### src/rtl/core/cnmi_pkg.sv
// Shared constants, types and preference functions for the CNMI range list parser.
package cnmi_pkg;

    localparam int FIELD_COUNT = 5;
    localparam int FIELD_W     = $clog2(FIELD_COUNT + 1);
    localparam int MASK_W      = 10;
    localparam int OUT_FIELDS  = 5;

    localparam logic [7:0] CH_OPEN  = 8'h28;
    localparam logic [7:0] CH_CLOSE = 8'h29;
    localparam logic [7:0] CH_COMMA = 8'h2C;
    localparam logic [7:0] CH_DASH  = 8'h2D;
    localparam logic [7:0] CH_ZERO  = 8'h30;
    localparam logic [7:0] CH_NINE  = 8'h39;

    typedef logic [MASK_W-1:0] mask_t;

    function automatic mask_t range_bits(input logic [3:0] lo, input logic [3:0] hi);
        mask_t m;
        m = '0;
        for (int i = 0; i < MASK_W; i++)
        begin
            m[i] = (4'(i) >= lo) && (4'(i) <= hi);
        end
        return m;
    endfunction

    // preference 2, 3, 1, 0
    function automatic logic [1:0] pick_mode(input mask_t m);
        logic [1:0] r;
        if (m[2])
            r = 2'd2;
        else if (m[3])
            r = 2'd3;
        else if (m[1])
            r = 2'd1;
        else
            r = 2'd0;
        return r;
    endfunction

    // preference 1, 0
    function automatic logic pick_deliver(input mask_t m);
        return m[1];
    endfunction

    // preference 2, 3, 0, 1
    function automatic logic [1:0] pick_broadcast(input mask_t m);
        logic [1:0] r;
        if (m[2])
            r = 2'd2;
        else if (m[3])
            r = 2'd3;
        else if (m[0])
            r = 2'd0;
        else if (m[1])
            r = 2'd1;
        else
            r = 2'd0;
        return r;
    endfunction

    // preference 0, 1
    function automatic logic pick_low_first(input mask_t m);
        return !m[0] && m[1];
    endfunction

endpackage

### src/rtl/core/cnmi_range_list_parser.sv
// Top level of the CNMI supported-values range list parser.
//
//  channel | direction | handshake          | payload
//  in      | input     | in_valid/in_stall   | char_code, end_of_line
//  out     | output    | out_valid/out_stall | five choices, five masks
//
// One character is accepted per cycle while in_stall is low; the parse state updates in that cycle.
// The result for an end beat is registered on the output in the cycle after it is accepted.
// in_stall rises only while a result is held and out_stall is high.
// Reset clears the field index, bracket flag, look-ahead and all masks.
module cnmi_range_list_parser
    import cnmi_pkg::*;
(
    input  logic        clk,
    input  logic        rst_n,
    input  logic        in_valid,
    output logic        in_stall,
    input  logic [7:0]  char_code,
    input  logic        end_of_line,
    output logic        out_valid,
    input  logic        out_stall,
    output logic [1:0]  mode_choice,
    output logic        deliver_choice,
    output logic [1:0]  broadcast_choice,
    output logic        report_choice,
    output logic        buffer_choice,
    output logic [9:0]  mode_mask,
    output logic [9:0]  deliver_mask,
    output logic [9:0]  broadcast_mask,
    output logic [9:0]  report_mask,
    output logic [9:0]  buffer_mask
);

    typedef enum logic [1:0] {PH_NONE, PH_HELD, PH_DASH} phase_t;

    logic [FIELD_W-1:0] field_reg, field_next;
    logic               paren_reg, paren_next;
    phase_t             phase_reg, phase_next;
    logic [3:0]         held_reg, held_next;
    mask_t              masks_reg [FIELD_COUNT];
    mask_t              masks_next [FIELD_COUNT];
    mask_t              emit [OUT_FIELDS];

    logic        out_valid_reg;
    logic [1:0]  mode_choice_reg, broadcast_choice_reg;
    logic        deliver_choice_reg, report_choice_reg, buffer_choice_reg;
    mask_t       out_mask_reg [OUT_FIELDS];

    logic        accept;
    logic        is_digit;
    logic [3:0]  dval;
    logic        plain_en;
    logic        set_en;
    mask_t       set_bits;

    assign in_stall = out_valid_reg && out_stall;
    assign accept   = in_valid && !in_stall;
    assign is_digit = char_code inside {[CH_ZERO:CH_NINE]};
    assign dval     = char_code[3:0];

    always_comb
    begin
        field_next = field_reg;
        paren_next = paren_reg;
        phase_next = phase_reg;
        held_next  = held_reg;
        plain_en   = 1'b0;
        set_en     = 1'b0;
        set_bits   = '0;
        for (int i = 0; i < FIELD_COUNT; i++)
        begin
            masks_next[i] = masks_reg[i];
        end

        case (phase_reg)
            PH_HELD:
            begin
                if (char_code == CH_DASH && !end_of_line)
                begin
                    phase_next = PH_DASH;
                end
                else
                begin
                    set_en     = 1'b1;
                    set_bits   = range_bits(held_reg, held_reg);
                    phase_next = PH_NONE;
                    plain_en   = 1'b1;
                end
            end
            PH_DASH:
            begin
                phase_next = PH_NONE;
                set_en     = 1'b1;
                if (is_digit)
                begin
                    set_bits = range_bits(held_reg, dval);
                end
                else
                begin
                    set_bits = range_bits(held_reg, held_reg);
                    plain_en = 1'b1;
                end
            end
            default:
            begin
                plain_en = 1'b1;
            end
        endcase

        if (plain_en && paren_reg && is_digit && end_of_line
            && (field_reg < FIELD_W'(FIELD_COUNT)))
        begin
            set_en   = 1'b1;
            set_bits = set_bits | range_bits(dval, dval);
        end

        if (set_en)
        begin
            for (int i = 0; i < FIELD_COUNT; i++)
            begin
                if (field_reg == FIELD_W'(i))
                begin
                    masks_next[i] = masks_reg[i] | set_bits;
                end
            end
        end

        if (plain_en && (field_reg < FIELD_W'(FIELD_COUNT)))
        begin
            if (char_code == CH_OPEN)
            begin
                paren_next = 1'b1;
            end
            else if (char_code == CH_COMMA)
            begin
                if (!paren_reg)
                    field_next = FIELD_W'(field_reg + 1'b1);
            end
            else if (char_code == CH_CLOSE)
            begin
                paren_next = 1'b0;
            end
            else if (paren_reg && is_digit && !end_of_line)
            begin
                held_next  = dval;
                phase_next = PH_HELD;
            end
        end

        for (int i = 0; i < OUT_FIELDS; i++)
        begin
            emit[i] = (i < FIELD_COUNT) ? masks_next[i % FIELD_COUNT] : '0;
        end
    end

    always_ff @(posedge clk or negedge rst_n)
    begin
        if (!rst_n)
        begin
            field_reg     <= '0;
            paren_reg     <= 1'b0;
            phase_reg     <= PH_NONE;
            held_reg      <= '0;
            out_valid_reg <= 1'b0;
            for (int i = 0; i < FIELD_COUNT; i++)
            begin
                masks_reg[i] <= '0;
            end
        end
        else
        begin
            if (accept)
            begin
                if (end_of_line)
                begin
                    field_reg <= '0;
                    paren_reg <= 1'b0;
                    phase_reg <= PH_NONE;
                    held_reg  <= '0;
                    for (int i = 0; i < FIELD_COUNT; i++)
                    begin
                        masks_reg[i] <= '0;
                    end
                end
                else
                begin
                    field_reg <= field_next;
                    paren_reg <= paren_next;
                    phase_reg <= phase_next;
                    held_reg  <= held_next;
                    for (int i = 0; i < FIELD_COUNT; i++)
                    begin
                        masks_reg[i] <= masks_next[i];
                    end
                end
            end

            if (accept && end_of_line)
                out_valid_reg <= 1'b1;
            else if (!out_stall)
                out_valid_reg <= 1'b0;
        end
    end

    always_ff @(posedge clk)
    begin
        if (accept && end_of_line)
        begin
            mode_choice_reg      <= pick_mode(emit[0]);
            deliver_choice_reg   <= pick_deliver(emit[1]);
            broadcast_choice_reg <= pick_broadcast(emit[2]);
            report_choice_reg    <= pick_low_first(emit[3]);
            buffer_choice_reg    <= pick_low_first(emit[4]);
            for (int i = 0; i < OUT_FIELDS; i++)
            begin
                out_mask_reg[i] <= emit[i];
            end
        end
    end

    assign out_valid        = out_valid_reg;
    assign mode_choice      = mode_choice_reg;
    assign deliver_choice   = deliver_choice_reg;
    assign broadcast_choice = broadcast_choice_reg;
    assign report_choice    = report_choice_reg;
    assign buffer_choice    = buffer_choice_reg;
    assign mode_mask        = out_mask_reg[0];
    assign deliver_mask     = out_mask_reg[1];
    assign broadcast_mask   = out_mask_reg[2];
    assign report_mask      = out_mask_reg[3];
    assign buffer_mask      = out_mask_reg[4];

endmodule

### config.mk
export PLATFORM = sky130hd
export DESIGN_NAME = cnmi_range_list_parser
export DESIGN_NICKNAME = d
export VERILOG_FILES = /design/src/rtl/core/cnmi_pkg.sv /design/src/rtl/core/cnmi_range_list_parser.sv
export SDC_FILE = /design/constraint.sdc
export NUM_CORES = 1
export LEC_CHECK = 0
export ABC_AREA = 1
export BUFFER_PORTS_ARGS = -buffer_cell sky130_fd_sc_hd__buf_2
export CORE_ASPECT_RATIO = 0.7
export CORE_UTILIZATION = 39
export DETAILED_ROUTE_END_ITERATION = 10
export PLACE_DENSITY = 0.63
export SLEW_MARGIN = 0
export SYNTH_ARGS = -nofsm -noshare
export SYNTH_HDL_FRONTEND = slang
export SYNTH_SLANG_ARGS = --single-unit
### constraint.sdc
create_clock -name clk -period 4.3 [get_ports clk]
set_input_delay 0.86 -clock clk [delete_from_list [all_inputs] [get_ports clk]]
set_output_delay 0.86 -clock clk [all_outputs]
set_load 0.005 [all_outputs]
==> impl_metrics.tcl, run 1 <==
set metrics [dict create \
    max_freq_mhz 391 \
    grt_pass1_wl_mm 21.2 \
    drt_pass1_iterations 5 \
    skew_ns 0.00795 \
    instances_no_fill 818 \
    synth-seq-cells 117 \
    start_kind "input pin" \
    yosys.area_share.simple 0.151 \
    io_pins 72 \
    crit_required_ns 4.45 \
    wl_per_cell_um 16.1 \
    fin_nets 641 \
    synth_xor_area_frac 0 \
    synth_top_cells_by_area "edfxtp_1, dfrtp_1, o21ai_0, inv_1, nor2_1" \
    cts_max_level 4 \
    antenna_found_initial 0 \
    finalCoreUtilization 0.482 \
    via_per_inst 5.10 \
    p_leak_nw 3.16 \
    clock_path_buffers 2 \
    cts_resized 0 \
    mostFrequentLayoutCells "inv_1, buf_2, nor2_1" \
    final.setup.worst_slack_ns 1.74 \
    clkSinkCount 117 \
    synthMuxAreaShare 0 \
    crit_chain "buf_2, inv_2, nand2_1, nor2_1, nand2_1, nand2_4, nand3_4, nand2_2, inv_2, nand3_2, nand2_2, a21o_1, inv_2, nand2_1" \
    rsz0062_at_grt "false" \
    vdd_drop_max_mv 0.314 \
    grt_use_total 0.202 \
    rows 35 \
    dp_hpwl_mm 9.01 \
    die_h_um 99.7 \
    crit_path_max_incr_delay_ns 0.29 \
    end_kind "flip-flop" \
    fin_setup_tns_ns 0 \
    grt.overflow.total 0 \
    dieArea_um2 14100 \
    area_growth_pct 20.1 \
    hold_viol 0 \
    synthAdderAreaFrac 0.0188 \
    outcome "complete, no violations" \
    yosysTopAreaCellShare 0.316 \
    clk_latency_ns 0.40 \
    grt_pass1_vias 3984 \
    pwr_density_cell_nw_per_um2 421 \
    placed_cells 786 \
    ant_nets 0 \
    final_common_cell "inv_1" \
    crit_type "in2reg" \
    internal-power_mw 2.04 \
    tightestPinTransition_ns 0.792 \
    final-setup-viol-count 0 \
    switching_share 0.242 \
    clkPwrFrac 0.468 \
    routed_wl_mm 13.2 \
    cts_hold_repair.buffers 0 \
    final_cell_area_um2 6380 \
    cts_root_buf "clkbuf_16" \
    slew-limit-headroom 0.471 \
    final_layout_size_suffix_gt1_frac 0.215 \
    synth_compound_area_frac 0.149 \
    cts_tree "built" \
    grt_max_degree 57 \
    total_power_mw 2.68 \
    finalCritPeriodShare 0.595 \
    placed_area_um2 5850 \
    p_seq_frac 0.457 \
    yosys.area.top_type "edfxtp_1" \
    syn_inst 544 \
    syn-num-nets 565 \
    critPathMaxFanout 16 \
    comb_power_share 0.075 \
    gp_congestion 0.928 \
    place_ws_ns 1.41 \
    vias 4170 \
    core_um2 13200 \
    synth_top_family_by_area "simple AND/OR/NAND/NOR gates" \
    drc_errors 0 \
    p_switching_mw 0.649 \
    yosys_warnings 0 \
    ys_seq_area_frac 0.604 \
    min_path_type "reg2reg" \
    drtIter0Drc 372 \
    antennaDiodeCount 0 \
    post_cts_buffers 0 \
    min_period_ns 2.56 \
    critPathArrivalTime_ns 2.71 \
    initial_core_util 0.402 \
    maxSlewViolCount 0 \
    die_w_um 142 \
    fin_hold_ws_ns 0.475 \
    syn-cell-area_um2 5320 \
    numCtsBuffers 17 \
    clkTransAtPathRegs_ns 0.05 \
    portBuffers 71 \
    crit_path_top_delay_cell "inv_2" \
    yosys.cell_types.count 36 \
    maxCapViolCount 0 \
    synth_area_per_cell_um2 9.77 \
]
cells in the mapped netlist:
library cell and instances:
nor4_1 2, nand4_1 4, dfrtp_1 61, o21bai_2 2, buf_4 2, inv_1 75, o2111ai_1 2, or2_4 1
nand3_1 24, a21oi_2 9, nor3_4 1, nand3_2 1, nor3_1 5, nand3b_1 1, nor2_1 71, nand3_4 2
a21oi_1 46, clkbuf_1 11, o22ai_1 5, edfxtp_1 56, nand2_4 4, clkinv_4 1, buf_6 1, buf_2 2
o21ai_1 2, o31ai_1 1, buf_1 2, nand2_1 55, nand2_2 4, a211oi_1 1, clkinv_1 5, inv_2 4
ha_1 8, a21o_1 2, o21ai_0 66, o21ai_2 5
power groups by stage:
stage / Combinational (mW) / Sequential (mW) / Clock, mW
3_3_place_gp: 0.199 / 1.25 / 0
6_report: 0.202 / 1.23 / 1.26
5_1_grt: 0.229 / 1.23 / 1.34
2_1_floorplan: 0.120 / 1.24 / 0
3_5_place_dp: 0.201 / 1.25 / 0
4_1_cts: 0.202 / 1.23 / 1.28
per-layer routing:
layer / global-route usage / wire, um / share of wire
met3: 0.0636 / 935 / 0.071
met4: 0.0736 / 207 / 0.016
met1: 0.292 / 6390 / 0.48
met5: 0 / 0 / 0
met2: 0.281 / 5660 / 0.43
critical path, delay by kind of cell:
family,cells,cell delay [ns]
and+or+nand+nor,9,1.00
buffers and inverters,4,0.57
AOI/OAI and AO/OA,1,0.26
cells by family after synthesis:
logic type                 Yosys count
AOI/OAI and AO/OA                  141
and+or+nand+nor                    175
buffers and inverters              103
adders and majority gates            8
DFF                                117
final timing paths:
path | from | end | slack [ns] | cells past startpoint
min in group asynchronous | rst_n | held_reg[0] | 0.53 | 1
setup / recovery | end_of_line | broadcast_choice[1] | 1.74 | 14
hold / removal | masks_reg[10] | masks_reg[10] | 0.48 | 2
max in group asynchronous | rst_n | masks_reg[7] | 2.87 | 2
hold reg to reg | masks_reg[10] | masks_reg[10] | 0.48 | 2
setup reg to reg | phase_reg[0] | broadcast_choice[0] | 1.86 | 10
layout make-up:
class / instances / area (um^2)
fillers: 1249 / 6840
flip-flops and latches: 117 / 3210
multi-input cells: 324 / 1710
clock buffers: 20 / 437
repair buffers: 75 / 385
inverters: 85 / 324
well taps: 185 / 231
clock inverters: 12 / 90.1
No activity file was read; power rests on OpenSTA's default activity.
==> run 2: changes to the inputs <==
--- a/config.mk
+++ b/config.mk
@@ -10,7 +10,7 @@
 export CORE_ASPECT_RATIO = 0.7
 export CORE_UTILIZATION = 39
 export DETAILED_ROUTE_END_ITERATION = 10
-export PLACE_DENSITY = 0.63
+export PLACE_DENSITY = 0.65
 export SLEW_MARGIN = 0
 export SYNTH_ARGS = -nofsm -noshare
 export SYNTH_HDL_FRONTEND = slang
==> constraint.sdc (replaced) <==
create_clock -name clk -period 2.3 [get_ports clk]
set_input_delay 0.46 -clock clk [delete_from_list [all_inputs] [get_ports clk]]
set_output_delay 0.46 -clock clk [all_outputs]
set_load 0.005 [all_outputs]
==> impl_metrics.tcl, run 2 (same netlist as run 1, synthesis figures left out) <==
set metrics [dict create \
    clkSinkCount 117 \
    crit_chain "inv_1, ha_1, clkinv_1, nand3_4, nand2_2, inv_2, nand4_1, nand2_1, a21oi_1, inv_1" \
    wl_per_cell_um 16.3 \
    fin_hold_ws_ns 0.0486 \
    dieArea_um2 14100 \
    die_h_um 99.7 \
    outcome "complete, no violations" \
    core_um2 13200 \
    dp_hpwl_mm 9.74 \
    clk_latency_ns 0.41 \
    total_power_mw 5.30 \
    slew-limit-headroom 0.646 \
    post_cts_buffers 0 \
    crit_required_ns 2.45 \
    tightestPinTransition_ns 0.532 \
    numCtsBuffers 17 \
    worst_path_most_repeated_cell "inv_1" \
    end_kind "flip-flop" \
    drc_errors 0 \
    grtUsageMet1 0.316 \
    pwr_density_cell_nw_per_um2 785 \
    mostFrequentLayoutCells "inv_1, buf_2, nor2_1" \
    critical_path.reg2reg.startpoint "phase_reg[0]" \
    cts_max_level 4 \
    io_pins 72 \
    use_met2 0.307 \
    critPathArrivalTime_ns 2.33 \
    met3_usage 0.0443 \
    portBuffers 71 \
    via_per_inst 5.07 \
    area_growth_pct 27.0 \
    antenna_found_initial 0 \
    clock_path_buffers 2 \
    finalCritPeriodShare 0.945 \
    top_usage_layer "met1" \
    grt.overflow.total 0 \
    min_path_type "in2async" \
    die_w_um 142 \
    grt_pass1_vias 4303 \
    cts_tree "built" \
    maxSlewViolCount 0 \
    rows 35 \
    placed_area_um2 6160 \
    grt_use_total 0.213 \
    maxCapViolCount 0 \
    min_period_ns 2.17 \
    crit_type "reg2reg" \
    max_freq_mhz 460 \
    grt_max_degree 62 \
    routed_wl_mm 13.9 \
    cts_root_buf "clkbuf_16" \
    p_leak_nw 3.37 \
    fin_nets 677 \
    critPathMaxFanout 5 \
    final_common_cell "inv_1" \
    vdd_drop_max_mv 0.468 \
    vias 4326 \
    drtIter0Drc 406 \
    fin_setup_tns_ns 0 \
    skew_ns 0.0120 \
    nFillCells 1226 \
    finalCoreUtilization 0.510 \
    initial_core_util 0.402 \
    ant_nets 0 \
    cp-startpoint "phase_reg[0]" \
    drt_pass1_iterations 5 \
    rsz0062_at_grt "false" \
    final_layout_size_suffix_gt1_frac 0.263 \
    antennaDiodeCount 0 \
    gp_congestion 0.858 \
    grt_pass1_wl_mm 22.6 \
    clkTransAtPathRegs_ns 0.05 \
    final_cell_area_um2 6750 \
    start_kind "flip-flop" \
    crit_path_max_incr_delay_ns 0.38 \
    hold_viol 0 \
    final-setup-viol-count 0 \
    crit_path_top_delay_cell "ha_1" \
]
## run 2: cell types whose count changed in the layout (fill, tap and decap cells not counted), moves of 2 or more
cell,delta
buf_12,+3
buf_4,+33
clkinv_2,-2
clkbuf_8,+3
clkinv_1,-3
## run 2: final timing paths
| path | to | slack [ns] | depth (start not counted) |
|---|---|---|---|
| max | out_mask_reg[0][46] | 0.13 | 10 |
| min | held_reg[0] | 0.05 | 2 |
| max reg2reg | out_mask_reg[0][46] | 0.13 | 10 |
| min reg2reg | masks_reg[10] | 0.48 | 2 |
| max in group asynchronous | masks_reg[17] | 1.95 | 2 |
| min in group clk | out_valid | 0.29 | 3 |
## run 2: repair_timing
item                                   CTS  global route
setup endpoints to repair                0             1
endpoints found under the hold margin    0             0
resized for setup                        0             1
hold buffers                             0             0
## run 2: critical path: cells and delay by family (launching register included)
family	cells	cell delay, ns
AO/OA/AOI/OAI	1	0.30
adder cells (fa/ha/maj)	1	0.38
buffers and inverters	4	0.33
flip-flops	1	0.37
AND/OR/NAND/NOR	4	0.53
## run 2: report_power, final
group / total, mW / internal (mW) / switching, mW / leakage, nW
Clock: 2.59 / 1.68 / 0.915 / 0.284
Combinational: 0.413 / 0.118 / 0.294 / 1.71
Sequential: 2.29 / 2.25 / 0.0410 / 1.39
Total: 5.30 / 4.05 / 1.25 / 3.37
## run 2: cell type report
| class | count | area, um^2 | area share |
|---|---|---|---|
| Clock inverter | 8 | 100 | 0.0148 |
| Multi-Input combinational cell | 324 | 1710 | 0.253 |
| Sequential cell | 117 | 3210 | 0.475 |
| Inverter | 85 | 324 | 0.0480 |
| Timing Repair Buffer | 111 | 693 | 0.103 |
| Clock buffer | 24 | 482 | 0.0714 |
| Tap cell | 185 | 231 | 0.0343 |
## run 2: per-stage QoR
step	cells	setup WS, ns
6_report	854	0.127
3_5_place_dp	822	-0.115
4_1_cts	854	0.140
3_3_place_gp	822	-0.104
5_1_grt	854	0.0133
2_1_floorplan	544	0.0855
## run 2: routing by layer
layer / wire length (um) / share of wire
met5: 0 / 0
met4: 227 / 0.016
met3: 829 / 0.060
met2: 6040 / 0.43
met1: 6810 / 0.49
